--- src/rtl/xylhs_pkg.sv ---
// Types and constants for the XY limit-switch homing sequencer.
package xylhs_pkg;

   typedef enum logic [2:0] {
      PH_IDLE   = 3'd0,
      PH_SEEK_X = 3'd1,
      PH_PAUSE  = 3'd2,
      PH_SEEK_Y = 3'd3,
      PH_DONE   = 3'd4
   } phase_type;

   // One axis: the primary switch wins over the secondary on a tie.
   typedef struct packed {
      logic primary;
      logic secondary;
   } axis_hit_type;

   localparam int unsigned CSR_INDEX_W = 3;
   localparam int unsigned CSR_DATA_W  = 20;

   localparam logic [CSR_INDEX_W-1:0] CSR_DEBOUNCE    = 3'd0;
   localparam logic [CSR_INDEX_W-1:0] CSR_PAUSE       = 3'd1;
   localparam logic [CSR_INDEX_W-1:0] CSR_SEEK_X_DUTY = 3'd2;
   localparam logic [CSR_INDEX_W-1:0] CSR_SEEK_Y_LEFT = 3'd3;
   localparam logic [CSR_INDEX_W-1:0] CSR_SEEK_Y_RIGHT = 3'd4;

   localparam logic [15:0] DEBOUNCE_RESET     = 16'd3125;
   localparam logic [19:0] PAUSE_RESET        = 20'd15625;
   localparam logic [7:0]  SEEK_X_DUTY_RESET  = 8'd200;
   localparam logic [7:0]  SEEK_Y_LEFT_RESET  = 8'd155;
   localparam logic [7:0]  SEEK_Y_RIGHT_RESET = 8'd150;

   // Bit positions in the latched hit flags.
   localparam int unsigned BIT_TOP    = 0;
   localparam int unsigned BIT_RIGHT  = 1;
   localparam int unsigned BIT_LEFT   = 2;
   localparam int unsigned BIT_BOTTOM = 3;

endpackage

--- src/rtl/xy_limit_homing_sequencer.sv ---
// Top level of the XY limit-switch homing sequencer.
//
//   channel | direction | handshake            | word
//   --------+-----------+----------------------+----------------------------------
//   req_    | in        | req_valid/req_stall  | one tick: command, four switches
//   rsp_    | out       | rsp_valid/rsp_stall  | motor drive, phase, clear, hits
//   csr_    | in        | csr_valid/csr_ready  | register index and write data
//
// Each tick word is handled in a single pass of compares and short counters between
// the state registers and the result register.
// A new word is taken in every cycle, unless a result word waits and rsp_stall is high.
// The result appears in the cycle after its tick word is accepted.
// Reset is synchronous and active high; it restores the register defaults and
// returns the sequencer to idle with all latches and lockouts clear.
module xy_limit_homing_sequencer (
   input  logic                                 clock,
   input  logic                                 reset,
   // Tick words.
   input  logic                                 req_valid,
   output logic                                 req_stall,
   input  logic                                 req_command,
   input  logic                                 req_switch_top,
   input  logic                                 req_switch_right,
   input  logic                                 req_switch_left,
   input  logic                                 req_switch_bottom,
   // Result words.
   output logic                                 rsp_valid,
   input  logic                                 rsp_stall,
   output logic                                 rsp_left_direction,
   output logic                                 rsp_right_direction,
   output logic [7:0]                           rsp_left_duty,
   output logic [7:0]                           rsp_right_duty,
   output xylhs_pkg::phase_type                 rsp_phase,
   output logic                                 rsp_encoder_clear,
   output logic [3:0]                           rsp_hit_flags,
   // Register writes.
   input  logic                                 csr_valid,
   output logic                                 csr_ready,
   input  logic [xylhs_pkg::CSR_INDEX_W-1:0]    csr_index,
   input  logic [xylhs_pkg::CSR_DATA_W-1:0]     csr_wdata
);
   import xylhs_pkg::*;

   // Configuration registers.
   logic [15:0] debounce_ff;
   logic [19:0] pause_ticks_ff;
   logic [7:0]  seek_x_duty_ff;
   logic [7:0]  seek_y_left_ff;
   logic [7:0]  seek_y_right_ff;

   // Sequencer state.
   logic [3:0]  prev_levels_ff;
   logic [3:0]  hits_ff;
   logic [3:0]  hits_in;
   phase_type   phase_ff;
   phase_type   phase_in;
   logic [19:0] pause_cnt_ff;
   logic [19:0] pause_cnt_in;
   logic [19:0] pause_inc;

   // Result register.
   logic        rsp_valid_ff;
   logic        rsp_valid_in;
   logic        left_dir_ff;
   logic        left_dir_in;
   logic        right_dir_ff;
   logic        right_dir_in;
   logic [7:0]  left_duty_ff;
   logic [7:0]  left_duty_in;
   logic [7:0]  right_duty_ff;
   logic [7:0]  right_duty_in;
   phase_type   phase_out_ff;
   logic        clear_ff;
   logic        clear_in;
   logic [3:0]  hit_flags_ff;

   logic         accept_req;
   logic         start;
   logic [3:0]   levels;
   logic [3:0]   rise;
   axis_hit_type x_rise;
   axis_hit_type y_rise;
   axis_hit_type x_accept;
   axis_hit_type y_accept;

   // The result register frees itself whenever its word is taken, so a new
   // tick can enter in the same cycle that the previous result leaves.
   assign req_stall  = rsp_valid_ff && rsp_stall;
   assign accept_req = req_valid && !req_stall;
   assign csr_ready  = 1'b1;

   always_ff @(posedge clock) begin
      if (reset) begin
         debounce_ff     <= DEBOUNCE_RESET;
         pause_ticks_ff  <= PAUSE_RESET;
         seek_x_duty_ff  <= SEEK_X_DUTY_RESET;
         seek_y_left_ff  <= SEEK_Y_LEFT_RESET;
         seek_y_right_ff <= SEEK_Y_RIGHT_RESET;
      end else if (csr_valid && csr_ready) begin
         unique case (csr_index)
            CSR_DEBOUNCE:     debounce_ff     <= csr_wdata[15:0];
            CSR_PAUSE:        pause_ticks_ff  <= csr_wdata[19:0];
            CSR_SEEK_X_DUTY:  seek_x_duty_ff  <= csr_wdata[7:0];
            CSR_SEEK_Y_LEFT:  seek_y_left_ff  <= csr_wdata[7:0];
            CSR_SEEK_Y_RIGHT: seek_y_right_ff <= csr_wdata[7:0];
            default: begin
            end
         endcase
      end
   end

   // Switch levels packed in hit-flag order, and their rising edges.
   assign start  = req_command;
   assign levels = {req_switch_bottom, req_switch_left, req_switch_right, req_switch_top};
   assign rise   = levels & ~prev_levels_ff;

   // Left beats right on the X axis, bottom beats top on the Y axis.
   always_comb begin
      x_rise.primary   = rise[BIT_LEFT];
      x_rise.secondary = rise[BIT_RIGHT];
      y_rise.primary   = rise[BIT_BOTTOM];
      y_rise.secondary = rise[BIT_TOP];
   end

   xylhs_lockout u_x_lockout (
      .clock          (clock),
      .reset          (reset),
      .advance        (accept_req),
      .rise           (x_rise),
      .debounce_ticks (debounce_ff),
      .accept         (x_accept)
   );

   xylhs_lockout u_y_lockout (
      .clock          (clock),
      .reset          (reset),
      .advance        (accept_req),
      .rise           (y_rise),
      .debounce_ticks (debounce_ff),
      .accept         (y_accept)
   );

   // A start clears the latches first; edges of the same tick land after it.
   always_comb begin
      hits_in = start ? 4'b0000 : hits_ff;
      hits_in[BIT_TOP]    = hits_in[BIT_TOP]    || y_accept.secondary;
      hits_in[BIT_RIGHT]  = hits_in[BIT_RIGHT]  || x_accept.secondary;
      hits_in[BIT_LEFT]   = hits_in[BIT_LEFT]   || x_accept.primary;
      hits_in[BIT_BOTTOM] = hits_in[BIT_BOTTOM] || y_accept.primary;
   end

   assign pause_inc = (pause_cnt_ff != 20'hFFFFF) ? pause_cnt_ff + 20'd1 : pause_cnt_ff;

   // Next phase. A start tick enters the left seek and goes no further; the
   // bottom seek also ends on a bottom hit that was latched earlier.
   always_comb begin
      phase_in     = phase_ff;
      pause_cnt_in = pause_cnt_ff;
      clear_in     = 1'b0;
      if (start) begin
         phase_in     = PH_SEEK_X;
         pause_cnt_in = '0;
      end else begin
         unique case (phase_ff)
            PH_IDLE: begin
            end
            PH_SEEK_X: begin
               if (hits_in[BIT_LEFT]) begin
                  pause_cnt_in = '0;
                  phase_in     = (pause_ticks_ff == '0) ? PH_SEEK_Y : PH_PAUSE;
               end
            end
            PH_PAUSE: begin
               pause_cnt_in = pause_inc;
               if (pause_inc >= pause_ticks_ff) begin
                  phase_in = PH_SEEK_Y;
               end
            end
            PH_SEEK_Y: begin
               if (hits_in[BIT_BOTTOM]) begin
                  phase_in = PH_DONE;
                  clear_in = 1'b1;
               end
            end
            PH_DONE: begin
            end
            default: phase_in = PH_IDLE;
         endcase
      end
   end

   // Motor drive follows the phase after this tick's update.
   always_comb begin
      left_dir_in   = 1'b0;
      right_dir_in  = 1'b0;
      left_duty_in  = '0;
      right_duty_in = '0;
      unique case (phase_in)
         PH_SEEK_X: begin
            left_duty_in  = seek_x_duty_ff;
            right_duty_in = seek_x_duty_ff;
         end
         PH_SEEK_Y: begin
            right_dir_in  = 1'b1;
            left_duty_in  = seek_y_left_ff;
            right_duty_in = seek_y_right_ff;
         end
         PH_DONE: right_dir_in = 1'b1;
         default: begin
         end
      endcase
   end

   always_ff @(posedge clock) begin
      if (reset) begin
         prev_levels_ff <= '0;
         hits_ff        <= '0;
         phase_ff       <= PH_IDLE;
         pause_cnt_ff   <= '0;
      end else if (accept_req) begin
         prev_levels_ff <= levels;
         hits_ff        <= hits_in;
         phase_ff       <= phase_in;
         pause_cnt_ff   <= pause_cnt_in;
      end
   end

   // Result word: held while stalled, dropped once taken.
   always_comb begin
      if (accept_req) begin
         rsp_valid_in = 1'b1;
      end else begin
         rsp_valid_in = rsp_valid_ff && rsp_stall;
      end
   end

   always_ff @(posedge clock) begin
      if (reset) begin
         rsp_valid_ff <= 1'b0;
      end else begin
         rsp_valid_ff <= rsp_valid_in;
      end
   end

   always_ff @(posedge clock) begin
      if (accept_req) begin
         left_dir_ff   <= left_dir_in;
         right_dir_ff  <= right_dir_in;
         left_duty_ff  <= left_duty_in;
         right_duty_ff <= right_duty_in;
         phase_out_ff  <= phase_in;
         clear_ff      <= clear_in;
         hit_flags_ff  <= hits_in;
      end
   end

   assign rsp_valid           = rsp_valid_ff;
   assign rsp_left_direction  = left_dir_ff;
   assign rsp_right_direction = right_dir_ff;
   assign rsp_left_duty       = left_duty_ff;
   assign rsp_right_duty      = right_duty_ff;
   assign rsp_phase           = phase_out_ff;
   assign rsp_encoder_clear   = clear_ff;
   assign rsp_hit_flags       = hit_flags_ff;

endmodule

--- src/rtl/xylhs_lockout.sv ---
// Edge arbitration and debounce lockout timer for one axis.
module xylhs_lockout (
   input  logic                   clock,
   input  logic                   reset,
   input  logic                   advance,
   input  xylhs_pkg::axis_hit_type rise,
   input  logic [15:0]            debounce_ticks,
   output xylhs_pkg::axis_hit_type accept
);
   import xylhs_pkg::*;

   logic        lock_ff;
   logic        lock_in;
   logic [15:0] count_ff;
   logic [15:0] count_in;
   logic [15:0] count_inc;
   logic        set_now;

   always_comb begin
      accept.primary   = !lock_ff && rise.primary;
      accept.secondary = !lock_ff && !rise.primary && rise.secondary;
   end

   assign set_now   = accept.primary || accept.secondary;
   assign count_inc = (count_ff != 16'hFFFF) ? count_ff + 16'd1 : count_ff;

   // A zero debounce setting releases after one tick, the same as one.
   always_comb begin
      lock_in  = lock_ff;
      count_in = count_ff;
      if (set_now) begin
         lock_in  = 1'b1;
         count_in = '0;
      end else if (lock_ff) begin
         count_in = count_inc;
         lock_in  = !(count_inc >= debounce_ticks);
      end
   end

   always_ff @(posedge clock) begin
      if (reset) begin
         lock_ff  <= 1'b0;
         count_ff <= '0;
      end else if (advance) begin
         lock_ff  <= lock_in;
         count_ff <= count_in;
      end
   end

endmodule

--- config.mk ---
export PLATFORM = sky130hd
export DESIGN_NAME = xy_limit_homing_sequencer
export DESIGN_NICKNAME = d
export VERILOG_FILES = /design/src/rtl/xylhs_pkg.sv /design/src/rtl/xy_limit_homing_sequencer.sv /design/src/rtl/xylhs_lockout.sv
export SDC_FILE = /design/constraint.sdc
export NUM_CORES = 1
export LEC_CHECK = 0
export BUFFER_PORTS_ARGS = -buffer_cell sky130_fd_sc_hd__buf_4
export CAP_MARGIN = 0
export CORE_UTILIZATION = 33
export DETAILED_ROUTE_END_ITERATION = 10
export PLACE_DENSITY_LB_ADDON = 0.12
export SETUP_SLACK_MARGIN = 0.5
export SLEW_MARGIN = 10
export SYNTH_ARGS = -nofsm -noshare
export SYNTH_HDL_FRONTEND = slang
export SYNTH_SLANG_ARGS = --single-unit
--- constraint.sdc ---
create_clock -name clock -period 3.5 [get_ports clock]
set_input_delay 0.175 -clock clock [delete_from_list [all_inputs] [get_ports clock]]
set_output_delay 0.175 -clock clock [all_outputs]
set_load 0.05 [all_outputs]
### Word level (Yosys, flattened, before mapping)

Cells that the tools add are included.

| storage, ports and cells | value |
|---|---|
| register bits | 151 |
| input bits | 33 |
| output and inout port bits | 29 |
| logic and storage cells | 108 |

| cells by class | value |
|---|---|
| $add $sub $neg | 3 |
| magnitude comparators | 3 |
| equality and inequality tests | 15 |
| mux-type cells | 26 |
| bitwise logic cells | 3 |
| reductions and logical operators | 38 |

Operator list:

| cell | number |
|---|---|
| 2-to-1 mux 16 bit | 6 |
| 2-to-1 mux 20 bit | 3 |
| one-hot mux 20 bit (2 select lines) | 1 |
| adder 16 x 1 -> 16 bit (second input constant) | 2 |
| >= comparator 16 bit | 2 |
| inequality test 16 bit (second input constant) | 2 |
| one-hot mux 8 bit (2 select lines) | 2 |
| adder 20 x 1 -> 20 bit (second input constant) | 1 |
| >= comparator 20 bit | 1 |
| logical NOT 20 bit | 1 |
| inequality test 20 bit (second input constant) | 1 |
| == test 3 x 2 -> 1 bit (second input constant) | 5 |
| AND reduction 2 bit | 7 |
| 2-to-1 mux 3 bit | 4 |
| one-hot mux 3 bit (4 select lines) | 1 |
| == test 3 x 1 -> 1 bit (second input constant) | 3 |
| == test 3 bit (second input constant) | 3 |
| logical AND 1 bit | 8 |
| 2-to-1 mux 1 bit | 8 |
| logical NOT 1 bit | 7 |
| logical NOT 3 bit | 2 |
| logical OR 1 bit | 6 |
| OR reduction 2 bit | 3 |
| bitwise AND 4 bit | 1 |
| other kinds (7) | 8 |

### Depth between registers and ports, before layout

Gate-level depths: netlist of run 1.

| logic depth | value |
|---|---|
| depth after elaboration | 10 |
| mapped depth | 15 |
| depth with buffers taken out | 13 |

### Cells and area by module

From an unflattened synthesis of run 1, not the netlist that was laid out.

| second synthesis, totals | value |
|---|---|
| cell total of the unflattened synthesis | 1085 |
| area, all modules | 9018.6 µm² |

Modules (own cells, without submodules):

| module | times used | cells an instance | area each (µm²) | seq. area each (µm²) |
|---|---|---|---|---|
| xy_limit_homing_sequencer | 1 | 667 | 5740.5 | 2592.5 |
| xylhs_lockout | 2 | 209 | 1639.1 | 340.3 |

### Worst setup path before layout of run 1

Ideal clock, no wire load.

| timing | value |
|---|---|
| path type | reg2reg |
| start | reg pause_cnt_ff[0] |
| end | reg left_duty_ff[2] (netlist: rsp_left_duty[2]) (data pin) |
| setup time | 257 ps |
| arrival time | 2878 ps |
| data required time | 3243 ps |
| slack | 366 ps |
| cell stages (with the launch flop) | 15 |
| path buffers | 2 |
| clock period less this slack | 3134 ps |
| cells stage by stage | dfxtp_1 -> ha_1 -> inv_1 -> or4_1 -> clkbuf_1 -> nor2_1 -> xor2_1 -> ha_1 -> nand4_1 -> nor2_1 -> a31oi_1 -> a31oi_1 -> nor3_4 -> buf_6 -> a21oi_1 |

| between the ends | value |
|---|---|
| longest elaborated chain between the ends | 8 |
| elaborated cells between the ends (all ways) | 10 |
| those cells by class | 1 x add/sub; 1 x order compare; 3 x eq/ne; 5 x mux |

Ends and longest elaborated chain:

| what | RTL line | source |
|---|---|---|
| from (decl) | xy_limit_homing_sequencer.sv:57 | `logic [19:0] pause_cnt_ff;` |
| from (signal assigned) | xy_limit_homing_sequencer.sv:224 | `pause_cnt_ff <= pause_cnt_in;` |
| adder 20 x 1 -> 20 bit / inequality test 20 bit (equally long branches) | xy_limit_homing_sequencer.sv:152 | `assign pause_inc = (pause_cnt_ff != 20'hFFFFF) ? pause_cnt_ff + 20'd1 : pause_cnt_ff;` |
| 2-to-1 mux 20 bit (*) | xy_limit_homing_sequencer.sv:152 |  |
| >= comparator 20 bit (*) | xy_limit_homing_sequencer.sv:175 | `if (pause_inc >= pause_ticks_ff) begin` |
| 2-to-1 mux 3 bit (*) | xy_limit_homing_sequencer.sv:175 |  |
| one-hot mux 3 bit (4 select lines) (*) | xy_limit_homing_sequencer.sv:164 | `unique case (phase_ff)` |
| 2-to-1 mux 3 bit (*) | xy_limit_homing_sequencer.sv:160 | `if (start) begin` |
| == test 3 x 2 -> 1 bit / == test 3 x 1 -> 1 bit (equally long branches) | xy_limit_homing_sequencer.sv:198 | `unique case (phase_in)` |
| one-hot mux 8 bit (2 select lines) (*) | xy_limit_homing_sequencer.sv:198 |  |
| named net left_duty_in[2] | xy_limit_homing_sequencer.sv:69 | `logic [7:0] left_duty_in;` |
| to (signal assigned) | xy_limit_homing_sequencer.sv:249 | `left_duty_ff <= left_duty_in;` |
| to (decl) | xy_limit_homing_sequencer.sv:68 | `logic [7:0] left_duty_ff;` |

Mark *: on every way through the listed nets, which the timed path passes. The rest lies on a longest branch.
A chain may end at the register's enable or synchronous reset.

### Worst setup path in the final report of run 1

| timing | value |
|---|---|
| start | reg pause_cnt_ff[1] |
| end | reg right_dir_ff (netlist: rsp_right_direction) (data pin) |

| between the ends | value |
|---|---|
| longest elaborated chain between the ends | 9 |
| elaborated cells between the ends (all ways) | 11 |
| those cells by class | 1 x add/sub; 1 x order compare; 3 x eq/ne; 5 x mux; 1 x reduce/logical |

Ends and longest elaborated chain:

| what | RTL line | source |
|---|---|---|
| adder 20 x 1 -> 20 bit / inequality test 20 bit (equally long branches) | xy_limit_homing_sequencer.sv:152 |  |
| 2-to-1 mux 20 bit (*) | xy_limit_homing_sequencer.sv:152 |  |
| >= comparator 20 bit (*) | xy_limit_homing_sequencer.sv:175 |  |
| 2-to-1 mux 3 bit (*) | xy_limit_homing_sequencer.sv:175 |  |
| one-hot mux 3 bit (4 select lines) (*) | xy_limit_homing_sequencer.sv:164 |  |
| 2-to-1 mux 3 bit (*) | xy_limit_homing_sequencer.sv:160 |  |
| == test 3 x 2 -> 1 bit / == test 3 bit (equally long branches) | xy_limit_homing_sequencer.sv:198 |  |
| OR reduction 2 bit (no source line) (*) | - |  |
| 2-to-1 mux 1 bit (*) | xy_limit_homing_sequencer.sv:198 |  |
| named net right_dir_in | xy_limit_homing_sequencer.sv:67 | `logic right_dir_in;` |
| to (signal assigned) | xy_limit_homing_sequencer.sv:248 | `right_dir_ff <= right_dir_in;` |
| to (decl) | xy_limit_homing_sequencer.sv:66 | `logic right_dir_ff;` |

Marked as above.

==> metrics.yaml, run 1 <==
die_w_um: 162
post_synth.cell_area_avg_um2: 8.27
core_area_um2: 25100
placementRows: 58
gp_congestion: 0.775
pwr_density_cell_nw_per_um2: 392
timing_max_transition_violations_final: 0
clock.fmax_mhz: 319
r2r_slack_ns: 0.36
crit_path_end_kind: "flip-flop"
switching_power_w: 0.00126
syn_inst: 1017
finalClockSkew_ns: 0.0122
p_clk_share_pct: 45.3
yosysUniqueCellTypes: 73
netlist.area_leader.share_pct: 30.0
crit_type: "flip-flop to flip-flop"
cts_buffer_depth: 2
die_area_um2: 26100
status: "complete, no violations"
drive_above_1_share_pct: 23.4
grt_pass1_wl_um: 38700
drc: 0
pwr-share-comb_pct: 11.6
placed_cell_area_um2: 9240
fin_crit_ns: 3.14
synth-seq-area-share_pct: 38.9
synthTopCellsByArea: "dfxtp_1, edfxtp_1, ha_1"
dr.pass1.iters: 5
finalSetupTns_ns: 0
totalWireLength_um: 24400
finalCritPeriodShare_pct: 89.6
p_seq_share_pct: 43.2
setup_viol: 0
worstPathMaxFanout: 6
dp_hpwl_um: 16400
drt_iter0_drc: 417
synth.largest_area_cell: "dfxtp_1"
switching_share_pct: 29.2
syn_nets: 1105
grt_antenna_before_repair: 0
grt_use_total_pct: 18.9
clk_latency_ns: 0.43
hp-class: "input pin to flip-flop"
initial_core_util_pct: 33.5
fin_area_um2: 11000
cts.htree.levels: 4
critPathArrivalTime_ns: 3.32
layout.nets: 1220
grt_pass1_vias: 7316
fill_cells: 2555
io_buffers: 59
vdd_ir_drop_max_v: 0.000253
syn_area_um2: 8410
ant_nets: 0
max_slew_margin_pct: 34.2
start_kind: "flip-flop"
finalHoldViolations: 0
ys.flop_type: "dfxtp_1"
power_leakage_nw: 4.44
cts_tree: "built"
ys_ff_latch: 151
synthToLayoutAreaGrowth_pct: 30.4
p_int_w: 0.00304
maxCapViolations: 0
grt.overflow.total: 0
required_ns: 3.68
grt_max_degree: 57
die_height_um: 162
cts-buffers-inserted: 17
wire_per_inst_um: 16.5
io_pins: 62
vias: 7592
async_flop_share_pct: 0
synth_edf_count: 25
antennaDiodeCount: 0
clockRootBuffer: "clkbuf_16"
avgViaCountPerCell: 5.15
clkTransAtPathRegs_ns: 0.07
cts.sinks: 151
rsz0062_at_grt: "yes"
yosysWarnings: 0
worst_slew_pin_slew_ns: 0.983
power groups by stage:
stage | Clock (W) | Sequential (W) | Combinational (W)
finish | 0.00194 | 0.00185 | 0.000496
global route | 0.00206 | 0.00186 | 0.000543
CTS | 0.00199 | 0.00185 | 0.000487
detailed placement | 0 | 0.00190 | 0.000445
global placement | 0 | 0.00190 | 0.000444
floorplan | 0 | 0.00196 | 0.000226
final cells by class:
type | instances | area (um^2) | area share [%]
clock buffer | 17 | 425 | 3.88
clock inverter | 15 | 208 | 1.89
inverter | 54 | 203 | 1.85
multi-input combinational | 761 | 5120 | 46.7
sequential | 151 | 3320 | 30.3
tap | 330 | 413 | 3.77
timing repair buffer | 147 | 1270 | 11.6
layout by cell type, fill, tap and decap left out, types with 18 or more instances in the layout:
master / Yosys / layout
nand3b_1: 20 / 20
nand4_1: 20 / 20
buf_4: 3 / 111
dfxtp_1: 126 / 107
clkbuf_16: 0 / 18
o21ai_0: 39 / 34
nand3_1: 29 / 28
edfxtp_1: 25 / 25
ha_1: 55 / 49
nor2_1: 74 / 68
a21oi_1: 103 / 85
xnor2_1: 23 / 18
nand2_1: 172 / 170
inv_1: 52 / 50
Yosys cell counts (23+ instances only):
library cell	number
a21oi_1	103
clkbuf_1	35
dfxtp_1	126
edfxtp_1	25
ha_1	55
inv_1	52
nand2_1	172
nand3_1	29
nor2_1	74
o21ai_0	39
xnor2_1	23
cells by family (layout without fill, tap and decap cells):
family | after synthesis | in the layout | share of synthesized area (%)
and+or+nand+nor | 400 | 400 | 22.9
AOI/OAI and AO/OA | 256 | 256 | 19.4
DFF | 151 | 151 | 38.9
buffers and inverters | 105 | 233 | 5.27
adders and majority gates | 55 | 55 | 8.18
xor gates and xnor gates | 37 | 37 | 3.85
muxes | 11 | 11 | 1.38
other | 2 | 2 | 0.0893
critical path: stages, from the launching register on:
cell and delay [ns]:
dfxtp_4 0.36, ha_4 0.16, nand4_1 0.12, nor4_2 0.28, nand2b_1 0.12, buf_6 0.15
buf_8 0.13, buf_6 0.11, nand3_1 0.11, xnor2_1 0.17, ha_1 0.28, o2111ai_2 0.23
a21oi_4 0.09, nor3_4 0.22, buf_6 0.16, buf_12 0.12, o21bai_1 0.07
metal layers:
metal	up-vias	global-route usage (%)	part of all wire, %
met5	-	0	0
met4	0	6.35	1.6
met3	25	2.65	2.6
met2	117	32.5	50
met1	3605	24.2	46
li1	3845	-	-
final timing paths:
check | end | cells after the start | startpoint
setup / recovery | rsp_right_direction | 16 | pause_cnt_ff[1]
hold / removal | debounce_ff[2] | 2 | csr_wdata[2]
setup reg to reg | rsp_right_direction | 16 | pause_cnt_ff[1]
hold reg to reg | debounce_ff[12] | 2 | debounce_ff[12]
what timing repair did:
item,4_1_cts,5_1_grt
endpoints found under the hold margin,18,0
setup buffers,46,9
pin swaps,33,18
cloned,2,1
endpoints found under the setup margin,21,22
resized for setup,66,49
hold buffers,16,0
flip-flops by register name, summed over array words and instances, names as in the netlist:
name and flops:
debounce_ff 16, hits_ff 4, pause_cnt_ff 20, pause_ticks_ff 20, phase_ff 3, prev_levels_ff 4
rsp_encoder_clear 1, rsp_hit_flags 4, rsp_left_duty 8, rsp_phase 3, rsp_right_direction 1, rsp_right_duty 8
rsp_valid 1, seek_x_duty_ff 8, seek_y_left_ff 8, seek_y_right_ff 8, u_x_lockout.count_ff 16, u_x_lockout.lock_ff 1
u_y_lockout.count_ff 16, u_y_lockout.lock_ff 1
stage by stage:
stage | utilization (%) | std cells | hold slack, ns | setup WS [ns] | total power, W
floorplan | - | 1017 | 0.293 | 0.508 | 0.00219
global placement | 36.8 | 1369 | 0.398 | 0.189 | 0.00234
detailed placement | 36.8 | 1369 | 0.404 | 0.146 | 0.00235
CTS | 42.4 | 1465 | 0.00252 | 0.433 | 0.00434
global route | 43.7 | 1475 | 0.00802 | 0.208 | 0.00447
finish | 43.7 | 1475 | 0.0192 | 0.362 | 0.00429
Power figures use the tool's default switching activity.
==> run 2: changes to the inputs <==
Settings changed: MAX_ROUTING_LAYER from default to met4.
Clock period 3.5 ns to 4 ns, I/O delays scaled along.
==> run 2 against run 1 <==
Effect of this change: sequential power down 12%; first-iteration DRC count shrank 17%; critical path type unchanged; power shrank 14%.
==> metrics.yaml, run 2 (synthesis results as in run 1) <==
status: "complete, no violations"  # unchanged
crit_type: "flip-flop to flip-flop"  # unchanged
cp_common_cell: "a21oi_1"  # was buf_6
die_height_um: 162  # unchanged
core_area_um2: 25100  # unchanged
io_pins: 62  # unchanged
avgViaCountPerCell: 5.14  # was 5.15
cts-buffers-inserted: 17  # unchanged
grt.overflow.total: 0  # unchanged
clock.fmax_mhz: 302  # was 319 MHz
clk_latency_ns: 0.44  # was 0.43 ns
drt_iter0_drc: 347  # was 417
pwr_density_cell_nw_per_um2: 374  # was 392 nW/um^2
power_leakage_nw: 3.96  # was 4.44 nW
layout_commonest_cell: "nand2_1"  # unchanged
synthToLayoutAreaGrowth_pct: 17.5  # was 30.4%
cts.htree.levels: 4  # unchanged
layout_common_cells: "nand2_1, dfxtp_1, a21oi_1"  # was nand2_1, buf_4, dfxtp_1
worstPathMaxFanout: 19  # was 6
drc: 0  # unchanged
totalWireLength_um: 22900  # was 24,400 um
placed_cell_area_um2: 9100  # was 9240 um^2
p_total_w: 0.00369  # was 0.00429 W
seqCellArea_um2: 3280  # was 3320 um^2
cpPeakStageDelay_ns: 0.47  # was 0.36 ns
grt_antenna_before_repair: 0  # unchanged
crit_path_end_kind: "flip-flop"  # unchanged
largestRegisters: "pause_cnt_ff: 20 flops, pause_ticks_ff: 20 flops"  # unchanged
grt_pass1_vias: 6543  # was 7,316
placementRows: 58  # unchanged
antennaDiodeCount: 0  # unchanged
start_kind: "flip-flop"  # unchanged
critPathArrivalTime_ns: 3.49  # was 3.32 ns
layout.nets: 1151  # was 1,220
timing_max_transition_violations_final: 0  # unchanged
r2r_slack_ns: 0.69  # was 0.36 ns
worst_slew_pin_slew_ns: 1.03  # was 0.983 ns
ant_nets: 0  # unchanged
gp_congestion: 0.813  # was 0.775
vdd_ir_drop_max_v: 0.000208  # was 0.000253 V
dr.pass1.iters: 5  # unchanged
final_core_util_pct: 39.4  # was 43.7%
fin_area_um2: 9880  # was 11,000 um^2
cts_tree: "built"  # unchanged
initial_core_util_pct: 33.5  # unchanged
io_buffers: 59  # unchanged
dp_hpwl_um: 16400  # about the same
max_slew_margin_pct: 31.1  # was 34.2%
finalCritPeriodShare_pct: 82.8  # was 89.6%
finalSetupTns_ns: 0  # unchanged
grt_max_degree: 44  # was 57
clockRootBuffer: "clkbuf_16"  # unchanged
fin_crit_ns: 3.31  # was 3.14 ns
multi_input_area_um2: 4760  # was 5120 um^2
vias: 7225  # was 7,592
required_ns: 4.18  # was 3.68 ns
rsz0062_at_grt: "no"  # was yes
finalHoldViolations: 0  # unchanged
die_area_um2: 26100  # unchanged
fill_cells: 2610  # was 2,555
slowest_stage: "dfxtp_1"  # was dfxtp_4
drive_above_1_share_pct: 12.8  # was 23.4%
wire_per_inst_um: 16.3  # was 16.5 um
hp-class: "input pin to flip-flop"  # unchanged
clkTransAtPathRegs_ns: 0.07  # about the same
cts.sinks: 151  # unchanged
cts_buffer_depth: 2  # unchanged
finalClockSkew_ns: 0.0161  # was 0.0122 ns
die_w_um: 162  # unchanged
grt_pass1_wl_um: 36200  # was 38,700 um
maxCapViolations: 0  # unchanged
setup_viol: 0  # unchanged
crit_chain: "nand4_1 > nor4_1 > nand2b_1 > buf_4 > and4_1 > xor2_1 > ha_1 > a21oi_1 > o21ai_0 > a21oi_1 > a21oi_1 > nor3_4 > buf_6 > o21bai_1"  # was ha_4 > nand4_1 > nor4_2 > nand2b_1 > buf_6 > buf_8 > buf_6 > nand3_1 > xnor2_1 > ha_1 > o2111ai_2 > a21oi_4 > nor3_4 > buf_6 > buf_12 > o21bai_1
grt_use_total_pct: 18.4  # was 18.9%
run 2: area by class of cell:
class / count / area share [%]
clock inverters: 15 / 2.04
multi-input cells: 761 / 48.1
well taps: 330 / 4.18
clock buffers: 17 / 4.30
inverters: 54 / 2.05
flip-flops and latches: 151 / 33.1
repair buffers: 78 / 6.14
run 2: power by group:
part / switching (W) / internal (W) / total (W)
Sequential: 0.0000330 / 0.00160 / 0.00163
Combinational: 0.000262 / 0.000130 / 0.000392
Clock: 0.000815 / 0.000856 / 0.00167
Total: 0.00111 / 0.00258 / 0.00369
run 2: worst max-delay path: cells and delay by family (launching register included):
kind,cells,cell delay [ns]
flops,1,0.47
buf+inv,2,0.44
fa+ha+maj,1,0.29
xor+xnor,1,0.15
simple gates,5,1.12
compound gates,5,0.59
run 2: what timing repair did:
item | CTS | global route
hold endpoints to repair | 9 | 0
pin swaps | 0 | 3
setup buffers | 0 | 2
hold buffers | 7 | 0
resized for setup | 2 | 14
setup endpoints to repair | 19 | 20
run 2: final timing paths:
path	from	endpoint	cells past startpoint
min reg2reg	debounce_ff[3]	debounce_ff[3]	2
min	csr_wdata[18]	pause_ticks_ff[18]	3
max reg2reg	pause_cnt_ff[2]	rsp_right_direction	14
max	pause_cnt_ff[2]	rsp_right_direction	14
run 2: metal layers:
| layer | GRT usage (%) | part of all wire, % | wire length (um) | vias up |
|---|---|---|---|---|
| met4 | 4.72 | 0.96 | 220 | 0 |
| met5 | - | 0 | 0 | - |
| li1 | - | - | - | 3710 |
| met2 | 29.9 | 48 | 11000 | 87 |
| met1 | 23.8 | 49 | 11200 | 3416 |
| met3 | 2.65 | 2.4 | 547 | 12 |
run 2: through the flow:
step	hold WS (ns)	cells	worst slack [ns]
floorplan	0.318	1017	0.866
global placement	0.418	1365	0.536
detailed placement	0.426	1365	0.455
CTS	0.000480	1404	0.501
global route	0.0120	1406	0.517
finish	0.0106	1406	0.687
==> run 3: changes to the inputs <==
Clock period 4 ns to 2.8 ns, I/O delays scaled along.
==> run 3 against run 2 <==
Effect of this change: the run now ends with negative setup slack left; worst setup slack worse by 1.1 ns; cell count up 11%; clock skew down 0.0010 ns.
==> metrics.yaml, run 3 (synthesis results as in run 1) <==
status: "finished, violations left"  # was complete, no violations
violations: "negative setup slack"
grt_pass1_wl_um: 39600  # was 36,200 um
pwr-share-comb_pct: 12.0  # was 10.6%
drc: 0  # unchanged
placementRows: 58  # unchanged
die_area_um2: 26100  # unchanged
synthToLayoutAreaGrowth_pct: 39.6  # was 17.5%
crit_path_end_kind: "flip-flop"  # unchanged
die_w_um: 162  # unchanged
clockRootBuffer: "clkbuf_16"  # unchanged
initial_core_util_pct: 33.5  # unchanged
dr.pass1.iters: 4  # was 5
power_leakage_nw: 4.98  # was 3.96 nW
fin_crit_ns: 3.22  # was 3.31 ns
crit_type: "flip-flop to flip-flop"  # unchanged
clock.fmax_mhz: 311  # was 302 MHz
maxCapViolations: 0  # unchanged
largestRegisters: "pause_cnt_ff: 20 flops, pause_ticks_ff: 20 flops"  # unchanged
grt_pass1_vias: 7574  # was 6,543
fin_area_um2: 11700  # was 9880 um^2
cts.htree.levels: 4  # unchanged
antennaDiodeCount: 0  # unchanged
cts-buffers-inserted: 17  # unchanged
vias: 7901  # was 7,225
layout.nets: 1305  # was 1,151
grt.overflow.total: 0  # unchanged
pre_cts_slack_ns: -0.252  # was 0.455 ns
cts_buffer_depth: 2  # unchanged
hp-class: "input pin to flip-flop"  # unchanged
io_buffers: 59  # unchanged
switching_power_w: 0.00160  # was 0.00111 W
grt_max_degree: 55  # was 44
switching_share_pct: 29.9  # was 30.1%
timing_max_transition_violations_final: 0  # unchanged
clk_latency_ns: 0.44  # about the same
grt_use_total_pct: 19.8  # was 18.4%
regToRegStartpoint: "pause_cnt_ff[1]"  # was pause_cnt_ff[2]
io_pins: 62  # unchanged
vdd_ir_drop_max_v: 0.000284  # was 0.000208 V
grt_antenna_before_repair: 0  # unchanged
finalClockSkew_ns: 0.0151  # was 0.0161 ns
critPathArrivalTime_ns: 3.40  # was 3.49 ns
rsz0062_at_grt: "yes"  # was no
cts.sinks: 151  # unchanged
finalSetupTns_ns: -7.64  # was 0 ns
layout_setup_ws_ns: -0.420  # was 0.687 ns
worstPathMaxFanout: 10  # was 19
p_seq_share_pct: 43.4  # was 44.1%
max_slew_margin_pct: 34.4  # was 31.1%
p_total_w: 0.00534  # was 0.00369 W
finalHoldViolations: 0  # unchanged
p_int_w: 0.00374  # was 0.00258 W
avgViaCountPerCell: 5.06  # was 5.14
die_height_um: 162  # unchanged
layout_commonest_cell: "buf_4"  # was nand2_1
p_clk_share_pct: 44.7  # was 45.3%
layout_common_cells: "buf_4, nand2_1, a21oi_1, dfxtp_1, nor2_1"  # was nand2_1, dfxtp_1, a21oi_1
pwr_density_cell_nw_per_um2: 455  # was 374 nW/um^2
core_area_um2: 25100  # unchanged
gp_congestion: 0.813  # about the same
ant_nets: 0  # unchanged
worst_slew_pin_slew_ns: 0.973  # was 1.03 ns
reg2reg_to: "rsp_right_direction"  # unchanged
cts_tree: "built"  # unchanged
hold_depth: 3  # unchanged
hold_path_end: "seek_y_right_ff[1]"  # was pause_ticks_ff[18]
wire_per_inst_um: 15.9  # was 16.3 um
placed_cell_area_um2: 9820  # was 9100 um^2
totalWireLength_um: 24700  # was 22,900 um
drt_iter0_drc: 355  # was 347
dp_hpwl_um: 16800  # was 16,400 um
rr_worst_depth: 15  # was 14
start_kind: "flip-flop"  # unchanged
finalCritPeriodShare_pct: 115  # was 82.8%
worstHoldStart: "csr_wdata[1]"  # was csr_wdata[18]
drive_above_1_share_pct: 29.9  # was 12.8%
setup_viol: 20  # was 0
r2r_slack_ns: -0.42  # was 0.69 ns
clkTransAtPathRegs_ns: 0.08  # was 0.07 ns
required_ns: 2.98  # was 4.18 ns
run 3: changes by cell type in the layout (fill, tap and decap cells not counted), sizes merged:
cell / change
buf: +138
dlygate4sd3: +16
clkinv: -5
inv: +4
clkinvlp: +1
run 3: worst max-delay path by stage:
stage	from	endpoint	slack [ns]	depth (start not counted)
floorplan	pause_cnt_ff[10]	rsp_left_duty[2]	-0.18	14
global placement	pause_cnt_ff[1]	rsp_right_direction	-0.22	14
detailed placement	pause_cnt_ff[1]	rsp_right_direction	-0.25	14
CTS	pause_cnt_ff[2]	rsp_right_direction	-0.25	14
global route	pause_cnt_ff[1]	rsp_right_direction	-0.53	15
finish	pause_cnt_ff[1]	rsp_right_direction	-0.42	15
run 3: critical path: stages (launching register included):
cell and delay, ns:
dfxtp_2 0.36, ha_4 0.17, nand4_1 0.16, nor4_4 0.35
nand2b_4 0.11, nand4_1 0.13, xnor2_1 0.17, ha_1 0.27
a21o_1 0.18, a21o_1 0.20, a31oi_4 0.18, a31oi_4 0.11
nor3_4 0.24, buf_6 0.14, buf_12 0.12, o21bai_1 0.07
run 3: metal layers:
metal / track usage, % / share of wire, % / wire length (um)
met1: 24.7 / 47 / 11600
met2: 33.1 / 49 / 12200
met3: 3.21 / 2.9 / 706
met4: 5.15 / 1.3 / 325
met5: - / 0 / 0
run 3: what timing repair did:
item,in CTS,in global routing
setup endpoints to repair,21,24
hold endpoints to repair,45,0
hold buffers,23,0
resized for setup,88,58
gates cloned,1,0
pin swaps,44,28
buffers inserted,59,5
run 3: final cells by class:
type                    count  area (um^2)
inverters                  54          203
clock buffers              17          425
fillers                  2503        13400
well taps                 330          413
multi-input cells         761         5240
flip-flops and latches    151         3320
clock inverters            15          190
repair buffers            232         1940
run 3: metrics by stage:
step,cells,hold WS [ns],utilization [%]
finish,1560,0.0109,46.7
global route,1560,0.00807,46.7
CTS,1555,0.000718,45.6
detailed placement,1440,0.370,39.1
global placement,1440,0.365,39.1
floorplan,1017,0.258,-
run 3: power by group through the flow:
stage,clock (W),sequential [W],combinational (W)
final,0.00238,0.00232,0.000638
after global routing,0.00252,0.00232,0.000695
after CTS,0.00244,0.00232,0.000640
after detailed placement,0,0.00237,0.000583
after global placement,0,0.00237,0.000579
after floorplan,0,0.00245,0.000283
